**config.mk**
```make
export PLATFORM = sky130hd
export DESIGN_NAME = link_ping_rtt_loss_monitor_flat
export DESIGN_NICKNAME = d
export VERILOG_FILES = /design/src/rtl/lprlm_pkg.sv /design/src/rtl/lprlm_in_if.sv /design/src/rtl/lprlm_out_if.sv /design/src/rtl/lprlm_cfg_if.sv /design/src/rtl/link_ping_rtt_loss_monitor.sv /design/src/rtl/lprlm_ram.sv /design/src/rtl/lprlm_div.sv /design/src/flat_wrapper.sv
export VERILOG_INCLUDE_DIRS = /design/src /design/src/rtl
export SDC_FILE = /design/constraint.sdc
export NUM_CORES = 2
export LEC_CHECK = 0
export BUFFER_PORTS_ARGS = -buffer_cell sky130_fd_sc_hd__buf_4
export CORE_MARGIN = 10
export CORE_UTILIZATION = 55
export DETAILED_ROUTE_END_ITERATION = 12
export GPL_ROUTABILITY_DRIVEN = 0
export PLACE_DENSITY = 0.79
export SYNTH_ARGS = -nofsm -noshare
export SYNTH_HDL_FRONTEND = slang
export SYNTH_SLANG_ARGS = --single-unit
```
**constraint.sdc**
```tcl
create_clock -name clk -period 6.32 [get_ports clk]
set_input_delay 0.316 -clock clk [delete_from_list [all_inputs] [get_ports clk]]
set_output_delay 0.316 -clock clk [all_outputs]
set_load 0.02 [all_outputs]
```
**src/rtl/link_ping_rtt_loss_monitor_assert.svh**
```systemverilog
// assertion macros for the link probe
// clocked on clk, disabled while rst is high; no other dependencies
`ifndef LINK_PING_RTT_LOSS_MONITOR_ASSERT_SVH
`define LINK_PING_RTT_LOSS_MONITOR_ASSERT_SVH

// same-cycle implication
`define LPRLM_ASSERT(name, ante, cons, msg) \
  name: assert property (@(posedge clk) disable iff (rst) (ante) |-> (cons)) \
    else $error(msg);

// next-cycle implication
`define LPRLM_ASSERT_NEXT(name, ante, cons, msg) \
  name: assert property (@(posedge clk) disable iff (rst) (ante) |=> (cons)) \
    else $error(msg);

`endif

```
**src/rtl/lprlm_pkg.sv**
```systemverilog
// shared constants and types of the link probe
// no dependencies
package lprlm_pkg;

  localparam int CFG_ADDR_W = 8;
  localparam int FRAME_ID_W = 16;
  localparam int SLOT_W     = 48;
  localparam int PROD_W     = 42;
  localparam int LOSS_W     = 10;

  // command and result codes
  localparam logic CMD_POLL     = 1'b0;
  localparam logic CMD_FRAME    = 1'b1;
  localparam logic KIND_PING    = 1'b0;
  localparam logic KIND_METRICS = 1'b1;

  // register indexes
  localparam logic [CFG_ADDR_W-1:0] REG_PING_INTERVAL = 8'd0;
  localparam logic [CFG_ADDR_W-1:0] REG_WINDOW_LENGTH = 8'd1;

  localparam logic [15:0] PING_INTERVAL_RST = 16'd100;
  localparam logic [31:0] WINDOW_LENGTH_RST = 32'd2000;

  localparam logic [7:0]  PONG_TYPE     = 8'h11;
  localparam logic [15:0] FREE_ID       = 16'hFFFF;
  localparam logic [15:0] MIN_FRAME_LEN = 16'd3;
  localparam logic [9:0]  LOSS_SCALE    = 10'd1000;

  // divider step counts
  localparam logic [5:0] DIV_STEPS_LOSS = 6'd10;
  localparam logic [5:0] DIV_STEPS_AVG  = 6'd32;

  typedef struct packed {
    logic       start;
    logic [5:0] steps;
  } div_ctl_t;

  typedef struct packed {
    logic busy;
    logic done;
  } div_sts_t;

endpackage

```
**src/rtl/lprlm_in_if.sv**
```systemverilog
// input channel of the link probe: poll or received frame
// no dependencies
interface lprlm_in_if;
  logic        valid;
  logic        ready;
  logic        command;
  logic [31:0] time_ms;
  logic [7:0]  frame_type;
  logic [15:0] frame_id;
  logic [15:0] frame_length;

  modport source (output valid, command, time_ms, frame_type, frame_id, frame_length,
                  input ready);
  modport sink (input valid, command, time_ms, frame_type, frame_id, frame_length,
                output ready);
endinterface

```
**src/rtl/lprlm_out_if.sv**
```systemverilog
// result channel of the link probe: ping requests and window metrics
// no dependencies
interface lprlm_out_if;
  logic        valid;
  logic        ready;
  logic        result_kind;
  logic [15:0] ping_id;
  logic [15:0] avg_rtt_ms;
  logic [9:0]  loss_rate;
  logic        last_result;

  modport source (output valid, result_kind, ping_id, avg_rtt_ms, loss_rate,
                  last_result, input ready);
  modport sink (input valid, result_kind, ping_id, avg_rtt_ms, loss_rate,
                last_result, output ready);
endinterface

```
**src/rtl/lprlm_cfg_if.sv**
```systemverilog
// register write channel of the link probe
// depends on lprlm_pkg for the index width
interface lprlm_cfg_if;
  import lprlm_pkg::*;
  logic                  valid;
  logic                  ready;
  logic [CFG_ADDR_W-1:0] addr;
  logic [31:0]           data;

  modport source (output valid, addr, data, input ready);
  modport sink (input valid, addr, data, output ready);
endinterface

```
**src/rtl/link_ping_rtt_loss_monitor.sv**
```systemverilog
// link probe: ping issue, pong matching, windowed loss and average rtt
// one item at a time; a pong frame runs a 16-step serial slot modulo, then a ram read and the match
// a poll runs the ping check, plus with window metrics a 10-step loss division
// and a 32-step average division on the shared bit-serial divider
// a result still held on the output stalls the ping and metrics steps until taken
// rst is synchronous: registers to reset values, all slots read as free, no output
`include "link_ping_rtt_loss_monitor_assert.svh"

module link_ping_rtt_loss_monitor #(
  parameter int TABLE_DEPTH = 16
) (
  input logic          clk,
  input logic          rst,
  lprlm_in_if.sink     req,
  lprlm_out_if.source  rsp,
  lprlm_cfg_if.sink    cfg
);
  import lprlm_pkg::*;

  localparam int IDX_W = (TABLE_DEPTH > 1) ? $clog2(TABLE_DEPTH) : 1;
  localparam logic [IDX_W:0]   DEPTH_C   = (IDX_W + 1)'(TABLE_DEPTH);
  localparam logic [IDX_W-1:0] LAST_SLOT = IDX_W'(TABLE_DEPTH - 1);
  localparam logic [3:0]       MOD_LAST  = 4'(FRAME_ID_W - 1);

  typedef enum logic [3:0] {
    S_IDLE, S_CHECK, S_PING, S_LOST, S_LOSS_GO, S_LOSS_WAIT,
    S_AVG_GO, S_AVG_WAIT, S_METRICS, S_MOD, S_READ, S_MATCH
  } state_t;

  state_t state;

  // registers
  logic [15:0]            ping_interval;
  logic [31:0]            window_length;
  logic [31:0]            now_q;
  logic [15:0]            fid_q;
  logic                   ping_due;
  logic                   win_due;
  logic [15:0]            next_id;
  logic [IDX_W-1:0]       next_slot;
  logic [31:0]            pings_sent;
  logic [31:0]            pongs_received;
  logic [31:0]            rtt_sum;
  logic [31:0]            window_start;
  logic [31:0]            last_ping_time;
  logic [TABLE_DEPTH-1:0] slot_valid;
  logic [31:0]            lost;
  logic [LOSS_W-1:0]      loss_q;
  logic [15:0]            avg_q;
  logic [IDX_W-1:0]       mod_rem;
  logic [3:0]             mod_cnt;
  logic [15:0]            mod_sh;
  logic                   out_valid;
  logic                   out_kind;
  logic [15:0]            out_id;
  logic [15:0]            out_avg;
  logic [LOSS_W-1:0]      out_loss;
  logic                   out_last;

  // combinational
  logic                   out_free;
  logic                   out_load;
  logic [IDX_W:0]         mod_shifted;
  logic [IDX_W-1:0]       mod_rem_next;
  logic [IDX_W-1:0]       next_slot_next;
  logic [PROD_W-1:0]      prod;
  logic                   ram_we;
  logic [IDX_W-1:0]       ram_waddr;
  logic [SLOT_W-1:0]      ram_wdata;
  logic [SLOT_W-1:0]      ram_rdata;
  logic [15:0]            eff_id;
  logic [31:0]            eff_time;
  logic                   pong_hit;
  div_ctl_t               div_ctl;
  div_sts_t               div_sts;
  logic [31:0]            div_rem_init;
  logic [31:0]            div_num_init;
  logic [31:0]            div_divisor;
  logic [31:0]            div_quo;
  logic                   ping_out;
  logic                   metrics_out;
  logic                   div_waiting;

  assign out_free = !out_valid || rsp.ready;
  assign req.ready = (state == S_IDLE);
  assign cfg.ready = 1'b1;

  // a result is loaded when the ping or metrics step finds the output free
  assign out_load = out_free && ((state == S_PING && ping_due) || state == S_METRICS);

  // one step of the serial id modulo table depth
  assign mod_shifted  = {mod_rem, mod_sh[15]};
  assign mod_rem_next = (mod_shifted >= DEPTH_C) ? IDX_W'(mod_shifted - DEPTH_C)
                                                 : mod_shifted[IDX_W-1:0];

  // ping slot follows next_id modulo depth, restarting when the id wraps
  assign next_slot_next = ((next_id == FREE_ID) || (next_slot == LAST_SLOT))
                          ? '0 : IDX_W'(next_slot + 1'b1);

  // slot contents, free reading as reset values
  assign eff_id   = slot_valid[mod_rem] ? ram_rdata[47:32] : FREE_ID;
  assign eff_time = slot_valid[mod_rem] ? ram_rdata[31:0] : 32'd0;
  assign pong_hit = (eff_id == fid_q);

  // slot table writes: ping fill or pong release
  always_comb begin
    ram_we    = 1'b0;
    ram_waddr = next_slot;
    ram_wdata = {next_id, now_q};
    if (state == S_PING && ping_due && out_free) begin
      ram_we = 1'b1;
    end else if (state == S_MATCH && pong_hit) begin
      ram_we    = 1'b1;
      ram_waddr = mod_rem;
      ram_wdata = {FREE_ID, eff_time};
    end
  end

  lprlm_ram #(.WIDTH(SLOT_W), .DEPTH(TABLE_DEPTH)) u_slots (
    .clk   (clk),
    .we    (ram_we),
    .waddr (ram_waddr),
    .wdata (ram_wdata),
    .raddr (mod_rem),
    .rdata (ram_rdata)
  );

  // divider request: loss uses lost*1000 with the high part preloaded
  assign prod = PROD_W'(lost) * PROD_W'(LOSS_SCALE);

  always_comb begin
    div_ctl.start = 1'b0;
    div_ctl.steps = DIV_STEPS_AVG;
    div_rem_init  = '0;
    div_num_init  = rtt_sum;
    div_divisor   = pongs_received;
    if (state == S_LOSS_GO) begin
      div_ctl.start = (pings_sent != 32'd0);
      div_ctl.steps = DIV_STEPS_LOSS;
      div_rem_init  = prod[PROD_W-1:LOSS_W];
      div_num_init  = {prod[LOSS_W-1:0], (32 - LOSS_W)'(0)};
      div_divisor   = pings_sent;
    end else if (state == S_AVG_GO) begin
      div_ctl.start = (pongs_received != 32'd0);
    end
  end

  lprlm_div u_div (
    .clk      (clk),
    .rst      (rst),
    .ctl      (div_ctl),
    .rem_init (div_rem_init),
    .num_init (div_num_init),
    .divisor  (div_divisor),
    .sts      (div_sts),
    .quo      (div_quo)
  );

  // sequencer, counters and output register
  always_ff @(posedge clk) begin
    if (rst) begin
      state          <= S_IDLE;
      ping_interval  <= PING_INTERVAL_RST;
      window_length  <= WINDOW_LENGTH_RST;
      next_id        <= '0;
      next_slot      <= '0;
      pings_sent     <= '0;
      pongs_received <= '0;
      rtt_sum        <= '0;
      window_start   <= '0;
      last_ping_time <= '0;
      slot_valid     <= '0;
      out_valid      <= 1'b0;
    end else begin
      // register writes
      if (cfg.valid) begin
        unique case (cfg.addr)
          REG_PING_INTERVAL: ping_interval <= cfg.data[15:0];
          REG_WINDOW_LENGTH: window_length <= cfg.data;
          default: ;
        endcase
      end

      // output valid: a new result replaces one taken in the same cycle
      if (out_load) begin
        out_valid <= 1'b1;
      end else if (rsp.ready) begin
        out_valid <= 1'b0;
      end

      unique case (state)
        S_IDLE: begin
          if (req.valid) begin
            now_q   <= req.time_ms;
            fid_q   <= req.frame_id;
            mod_sh  <= req.frame_id;
            mod_rem <= '0;
            mod_cnt <= '0;
            if (req.command == CMD_FRAME) begin
              if (req.frame_length >= MIN_FRAME_LEN && req.frame_type == PONG_TYPE) begin
                state <= S_MOD;
              end
            end else begin
              state <= S_CHECK;
            end
          end
        end
        S_CHECK: begin
          ping_due <= ((now_q - last_ping_time) >= {16'd0, ping_interval});
          win_due  <= ((now_q - window_start) >= window_length);
          state    <= S_PING;
        end
        S_PING: begin
          if (!ping_due) begin
            state <= win_due ? S_LOST : S_IDLE;
          end else if (out_free) begin
            slot_valid[next_slot] <= 1'b1;
            next_id        <= next_id + 16'd1;
            next_slot      <= next_slot_next;
            pings_sent     <= pings_sent + 32'd1;
            last_ping_time <= now_q;
            out_kind       <= KIND_PING;
            out_id         <= next_id;
            out_avg        <= '0;
            out_loss       <= '0;
            out_last       <= !win_due;
            state          <= win_due ? S_LOST : S_IDLE;
          end
        end
        S_LOST: begin
          lost  <= (pings_sent > pongs_received) ? (pings_sent - pongs_received) : 32'd0;
          state <= S_LOSS_GO;
        end
        S_LOSS_GO: begin
          if (pings_sent == 32'd0) begin
            loss_q <= '0;
            state  <= S_AVG_GO;
          end else begin
            state <= S_LOSS_WAIT;
          end
        end
        S_LOSS_WAIT: begin
          if (div_sts.done) begin
            loss_q <= div_quo[LOSS_W-1:0];
            state  <= S_AVG_GO;
          end
        end
        S_AVG_GO: begin
          if (pongs_received == 32'd0) begin
            avg_q <= '0;
            state <= S_METRICS;
          end else begin
            state <= S_AVG_WAIT;
          end
        end
        S_AVG_WAIT: begin
          if (div_sts.done) begin
            avg_q <= div_quo[15:0];
            state <= S_METRICS;
          end
        end
        S_METRICS: begin
          if (out_free) begin
            out_kind       <= KIND_METRICS;
            out_id         <= '0;
            out_avg        <= avg_q;
            out_loss       <= loss_q;
            out_last       <= 1'b1;
            window_start   <= now_q;
            pings_sent     <= '0;
            pongs_received <= '0;
            rtt_sum        <= '0;
            state          <= S_IDLE;
          end
        end
        S_MOD: begin
          mod_rem <= mod_rem_next;
          mod_sh  <= {mod_sh[14:0], 1'b0};
          mod_cnt <= mod_cnt + 4'd1;
          if (mod_cnt == MOD_LAST) begin
            state <= S_READ;
          end
        end
        S_READ: begin
          state <= S_MATCH;
        end
        S_MATCH: begin
          if (pong_hit) begin
            rtt_sum               <= rtt_sum + (now_q - eff_time);
            pongs_received        <= pongs_received + 32'd1;
            slot_valid[mod_rem]   <= 1'b1;
          end
          state <= S_IDLE;
        end
        default: state <= S_IDLE;
      endcase
    end
  end

  // output port
  assign rsp.valid       = out_valid;
  assign rsp.result_kind = out_kind;
  assign rsp.ping_id     = out_id;
  assign rsp.avg_rtt_ms  = out_avg;
  assign rsp.loss_rate   = out_loss;
  assign rsp.last_result = out_last;

  // checks
  assign ping_out    = out_valid && (out_kind == KIND_PING);
  assign metrics_out = out_valid && (out_kind == KIND_METRICS);
  assign div_waiting = (state == S_LOSS_WAIT) || (state == S_AVG_WAIT);

  `LPRLM_ASSERT(a_div_idle_start, div_ctl.start, !div_sts.busy, "divider restarted while busy")
  `LPRLM_ASSERT(a_div_done_wait, div_sts.done, div_waiting, "divider result with no waiting step")
  `LPRLM_ASSERT(a_ping_id_seq, ping_out, out_id + 16'd1 == next_id, "ping id out of sequence")
  `LPRLM_ASSERT(a_loss_range, metrics_out, out_loss <= LOSS_SCALE, "loss above one thousand")
  `LPRLM_ASSERT_NEXT(a_div_run, div_ctl.start, div_sts.busy, "division not started")

endmodule

```
**src/rtl/lprlm_ram.sv**
```systemverilog
// generic single-write, single-read ram with registered read data
// no dependencies
module lprlm_ram #(
  parameter int WIDTH = 48,
  parameter int DEPTH = 16
) (
  input  logic                                   clk,
  input  logic                                   we,
  input  logic [((DEPTH > 1) ? $clog2(DEPTH) : 1)-1:0] waddr,
  input  logic [WIDTH-1:0]                       wdata,
  input  logic [((DEPTH > 1) ? $clog2(DEPTH) : 1)-1:0] raddr,
  output logic [WIDTH-1:0]                       rdata
);
  logic [WIDTH-1:0] mem [DEPTH];

  // write port and registered read port
  always_ff @(posedge clk) begin
    if (we) begin
      mem[waddr] <= wdata;
    end
    rdata <= mem[raddr];
  end
endmodule

```
**src/rtl/lprlm_div.sv**
```systemverilog
// bit-serial restoring divider, one quotient bit per cycle
// depends on lprlm_pkg for the control and status structs
module lprlm_div (
  input  logic                clk,
  input  logic                rst,
  input  lprlm_pkg::div_ctl_t ctl,
  input  logic [31:0]         rem_init,
  input  logic [31:0]         num_init,
  input  logic [31:0]         divisor,
  output lprlm_pkg::div_sts_t sts,
  output logic [31:0]         quo
);
  import lprlm_pkg::*;

  logic        busy;
  logic        done;
  logic [5:0]  cnt;
  logic [31:0] rem;
  logic [31:0] num;
  logic [31:0] dvs;
  logic [32:0] shifted;
  logic        q_bit;

  // one trial subtraction
  assign shifted = {rem, num[31]};
  assign q_bit   = (shifted >= {1'b0, dvs});

  always_ff @(posedge clk) begin
    if (rst) begin
      busy <= 1'b0;
      done <= 1'b0;
      cnt  <= '0;
    end else begin
      done <= 1'b0;
      if (ctl.start) begin
        busy <= 1'b1;
        cnt  <= ctl.steps;
        rem  <= rem_init;
        num  <= num_init;
        dvs  <= divisor;
      end else if (busy) begin
        rem <= q_bit ? 32'(shifted - {1'b0, dvs}) : shifted[31:0];
        num <= {num[30:0], q_bit};
        cnt <= cnt - 6'd1;
        if (cnt == 6'd1) begin
          busy <= 1'b0;
          done <= 1'b1;
        end
      end
    end
  end

  assign sts.busy = busy;
  assign sts.done = done;
  assign quo      = num;
endmodule
```
**src/flat_wrapper.sv**
```systemverilog
// flat-port wrapper written by rule: the top's interface ports become plain ports
module link_ping_rtt_loss_monitor_flat import lprlm_pkg::*;
#(
  parameter int TABLE_DEPTH = 16
)
  (clk, rst, req_valid, req_command, req_time_ms, req_frame_type, req_frame_id, req_frame_length, req_ready, rsp_valid, rsp_result_kind, rsp_ping_id, rsp_avg_rtt_ms, rsp_loss_rate, rsp_last_result, rsp_ready, cfg_valid, cfg_addr, cfg_data, cfg_ready);
  lprlm_in_if req_i ();
  lprlm_out_if rsp_i ();
  lprlm_cfg_if cfg_i ();
  input logic clk;
  input logic rst;
  input wire logic [$bits(req_i.valid)-1:0] req_valid;
  input wire logic [$bits(req_i.command)-1:0] req_command;
  input wire logic [$bits(req_i.time_ms)-1:0] req_time_ms;
  input wire logic [$bits(req_i.frame_type)-1:0] req_frame_type;
  input wire logic [$bits(req_i.frame_id)-1:0] req_frame_id;
  input wire logic [$bits(req_i.frame_length)-1:0] req_frame_length;
  output wire logic [$bits(req_i.ready)-1:0] req_ready;
  output wire logic [$bits(rsp_i.valid)-1:0] rsp_valid;
  output wire logic [$bits(rsp_i.result_kind)-1:0] rsp_result_kind;
  output wire logic [$bits(rsp_i.ping_id)-1:0] rsp_ping_id;
  output wire logic [$bits(rsp_i.avg_rtt_ms)-1:0] rsp_avg_rtt_ms;
  output wire logic [$bits(rsp_i.loss_rate)-1:0] rsp_loss_rate;
  output wire logic [$bits(rsp_i.last_result)-1:0] rsp_last_result;
  input wire logic [$bits(rsp_i.ready)-1:0] rsp_ready;
  input wire logic [$bits(cfg_i.valid)-1:0] cfg_valid;
  input wire logic [$bits(cfg_i.addr)-1:0] cfg_addr;
  input wire logic [$bits(cfg_i.data)-1:0] cfg_data;
  output wire logic [$bits(cfg_i.ready)-1:0] cfg_ready;
  assign req_i.valid = req_valid;
  assign req_i.command = req_command;
  assign req_i.time_ms = req_time_ms;
  assign req_i.frame_type = req_frame_type;
  assign req_i.frame_id = req_frame_id;
  assign req_i.frame_length = req_frame_length;
  assign req_ready = req_i.ready;
  assign rsp_valid = rsp_i.valid;
  assign rsp_result_kind = rsp_i.result_kind;
  assign rsp_ping_id = rsp_i.ping_id;
  assign rsp_avg_rtt_ms = rsp_i.avg_rtt_ms;
  assign rsp_loss_rate = rsp_i.loss_rate;
  assign rsp_last_result = rsp_i.last_result;
  assign rsp_i.ready = rsp_ready;
  assign cfg_i.valid = cfg_valid;
  assign cfg_i.addr = cfg_addr;
  assign cfg_i.data = cfg_data;
  assign cfg_ready = cfg_i.ready;
  link_ping_rtt_loss_monitor #(.TABLE_DEPTH(TABLE_DEPTH)) u_core (.clk(clk), .rst(rst), .req(req_i), .rsp(rsp_i), .cfg(cfg_i));
endmodule
```
==> metrics <==
Cell Area, Synth 67610 sq um; largest net degree at the start of global routing 148; Setup-failing EPs final 0; fin crit period 6044 ps; Crit Reg-Reg Endpoint u_core.rtt_sum[30]; CP required 6960 ps; register bit total from synthesis 1345; Slew Viols, Final 0; Antenna Nets Post-Route 0; Slew @ Worst Pin 1186 ps; outcome complete, no violations; beginning of the critical path u_core.mod_rem[0]; Final nets 6275; Num CTS Buffers 136; met3 GRT Util 5.434%; Initial DRT Pass Iterations 9; Final Cycle Share 95.64%; met2 usage 41.13%; fraction of layout cells with a size suffix above 1 13.53%; Root Driver clkbuf_16; H-tree depth 4; CTS tree done; grt peak-use layer met2; Core ar. 121900 sq um; crit path DAT 6680 ps; drc violations 0; Levels on crit path 17; Final Hold Vio Count 0; Multi-input gate area 27780 sq um; DR vias/cell 6.149; max_cap viols 0; vias in the first global route 45090; Starting Density 55.48%; Post-DP HPWL 112.5 mm; Power Total 23.59 mW; Reg-to-Reg Start u_core.mod_rem[0]; Rows 128; area growth from synthesis to layout 13.46%; input/output buffers 163; crit end category flip-flop; Max FO, Critical Path 30; RSZ-0062 raised after global routing false; Die X 370.6 microns; clk buf depth 3; clock slew at reported path FFs 60 ps; placed insts 7108; Post-DP Area 71160 sq um; dominant synthesized flop cell edfxtp_1; share of flip-flops with an asynchronous set or reset 0%; WS Path Type reg2reg; Filler Cell Count 8617; Reg2Reg Depth 17; critical path's largest stage delay 630 ps; boundary pin count 165; Mapped Nets 6001; Synth Instances 5428; Max Clock Freq 165.4 MHz; Hold WC Path Type in2reg; Syn. warnings 0; global route total overflow 0; Routed wire per std cell 23.94 microns; Die H 370.6 microns; CP Launch Type flip-flop; met1 GRT Util 34.64%; Post-synth EDFFs 1040; first-pass GRT wire length 272.0 mm; Final Cell Area 76720 sq um; Bufs and invs on worst path 2; initial antenna violation count 5; Layout Cells excl Fill 7443; Avg Cell Area, Syn 12.46 sq um; Die ar. 137400 sq um; Reg area 37340 sq um; DRT Wirelength 178.2 mm; Critical Path Sink u_core.rtt_sum[30]; PD cells 307.5 nW/um^2; max_slew headroom 20.71%; Total GRT Usage 25.59%; Leak 28.68 nW; post-synthesis cell type count 76; clk sinks 1345; cell family with most CP delay compound AO/OA/AOI/OAI gates; worst reg2reg setup slack 280 ps; clock skew 54.21 ps; sequential element share of the synthesized area 55.22%; VDD IR-drop max 0.0002240 V; Critical Path, Cell by Cell mux4_2, mux4_2, buf_4, and2_1, fa_1, inv_1, ha_1, a21o_1, a21o_1, a2111oi_0, o21bai_1, a211oi_1, nor3_1, a41o_1, a221o_1, or4b_2, o311ai_0; TNS Setup 0 ps; Via Count 45770; Initial DRC Count 5433; CP max stage cell or4b_2; clk_lat worst skew 780 ps
[registers in the layout (all words and copies together) (netlist names), 16 cells and up]
signal / count
u_core.avg_q: 16
u_core.fid_q: 16
u_core.last_ping_time: 32
u_core.lost: 32
u_core.mod_sh: 16
u_core.next_id: 16
u_core.now_q: 32
u_core.ping_interval: 16
u_core.pings_sent: 32
u_core.pongs_received: 32
u_core.rsp.avg_rtt_ms: 16
u_core.rsp.ping_id: 16
u_core.rtt_sum: 32
u_core.slot_valid: 16
u_core.u_div.dvs: 32
u_core.u_div.quo: 32
u_core.u_div.rem: 32
u_core.u_slots.mem: 768
u_core.u_slots.rdata: 48
u_core.window_length: 32
u_core.window_start: 32
[worst min-delay path by stage]
stage | startpoint | cells after the start | endpoint
after floorplan | req_frame_id[0] | 0 | u_core.fid_q[0]
after global placement | u_core.rtt_sum[9] | 2 | u_core.rtt_sum[9]
after detailed placement | u_core.rtt_sum[16] | 2 | u_core.rtt_sum[16]
after CTS | rst | 2 | u_core.pongs_received[0]
after global routing | rst | 2 | u_core.pongs_received[0]
final | rst | 2 | u_core.pongs_received[0]
[layout make-up]
type / instances / area share [%]
sequential: 1345 / 48.67
timing repair buffer: 344 / 3.812
multi-input combinational: 3369 / 36.21
tap: 1625 / 2.650
antenna: 3 / 0.009786
inverter: 506 / 2.476
clock buffer: 184 / 4.976
clock inverter: 67 / 1.195
[worst register-to-register path, stage by stage, from the launching register on]
cell	delay (ps)
edfxtp_1	560
mux4_2	560
mux4_2	530
buf_4	250
and2_1	230
fa_1	480
inv_1	40
ha_1	320
a21o_1	190
a21o_1	200
a2111oi_0	490
o21bai_1	220
a211oi_1	290
nor3_1	170
a41o_1	300
a221o_1	370
or4b_2	630
o311ai_0	100
[metal layers]
layer | vias up | part of all wire [%]
li1 | 20300 | -
met1 | 22530 | 39
met2 | 2535 | 47
met3 | 396 | 10
met4 | 2 | 3.2
met5 | - | 0.0073
[Yosys cell counts, types with 9 or more instances]
cell type | instances | share of area [%]
dfxtp_1 | 305 | 9.0
nand3b_1 | 14 | 0.16
inv_1 | 505 | 2.8
ha_1 | 302 | 5.6
nor3_1 | 84 | 0.62
nor3b_1 | 13 | 0.14
buf_1 | 27 | 0.15
a21oi_1 | 300 | 2.2
clkbuf_1 | 174 | 0.97
a221o_1 | 9 | 0.13
o21a_1 | 38 | 0.42
nand2b_1 | 58 | 0.54
o31ai_1 | 18 | 0.20
nor4_1 | 33 | 0.31
fa_1 | 153 | 4.5
o211ai_1 | 24 | 0.27
a21o_1 | 111 | 1.2
o21ai_0 | 211 | 1.6
mux4_2 | 245 | 8.2
o21bai_1 | 18 | 0.20
nor2_1 | 319 | 1.8
or4_1 | 14 | 0.16
nand4_1 | 45 | 0.42
a211oi_1 | 27 | 0.30
nor2b_1 | 42 | 0.39
a21boi_0 | 11 | 0.12
or2_2 | 12 | 0.11
xnor2_1 | 118 | 1.5
a211o_1 | 15 | 0.19
xor2_1 | 95 | 1.2
nand2_1 | 502 | 2.8
o22ai_1 | 28 | 0.26
or3_1 | 25 | 0.23
o41ai_1 | 9 | 0.12
edfxtp_1 | 1040 | 46
mux2i_1 | 47 | 0.70
and3_1 | 72 | 0.67
and2_1 | 76 | 0.70
a31oi_1 | 26 | 0.24
nand3_1 | 144 | 1.1
[logic make-up (layout without fill, tap and decap cells)]
| family | count (synthesis) | after routing | share of synthesized area, % |
|---|---|---|---|
| buf+inv | 714 | 1101 | 4.012 |
| compound gates | 930 | 930 | 8.557 |
| mux | 296 | 296 | 8.923 |
| xor+xnor | 213 | 213 | 2.759 |
| simple gates | 1474 | 1474 | 10.40 |
| fa+ha+maj | 455 | 455 | 10.12 |
| other cells | 1 | 4 | 0.005546 |
| flops | 1345 | 1345 | 55.22 |
[stage by stage]
stage	setup slack, ps	utilization [%]	hold slack, ps
final	275.6	62.95	45.30
after CTS	205.2	62.93	16.38
after detailed placement	280.4	58.39	443.3
after global routing	41.00	62.95	62.96
after floorplan	519.8	-	414.9
after global placement	331.4	58.39	437.6
[where the power goes]
part	internal, mW	switching [mW]	total [mW]
clock network	4.75	3.65	8.40
registers	9.92	0.307	10.2
logic	2.03	2.93	4.97
total	16.7	6.89	23.6
[what timing repair did]
action / CTS / global route
endpoints found under the hold margin: 112 / 0
setup endpoints to repair: 0 / 3
gates resized for setup: 0 / 2
buffers inserted: 0 / 1
hold buffers: 80 / 0
[cell usage in the layout, fill, tap and decap left out, types with 139 or more instances in the layout]
cell          n
dfxtp_1     305
clkbuf_16   139
buf_4       252
nor2_1      298
nand3_1     144
a21oi_1     300
inv_1       505
o21ai_0     210
mux4_2      245
nand2_1     502
fa_1        153
edfxtp_1   1040
ha_1        302
No activity file was read; power rests on OpenSTA's default activity.
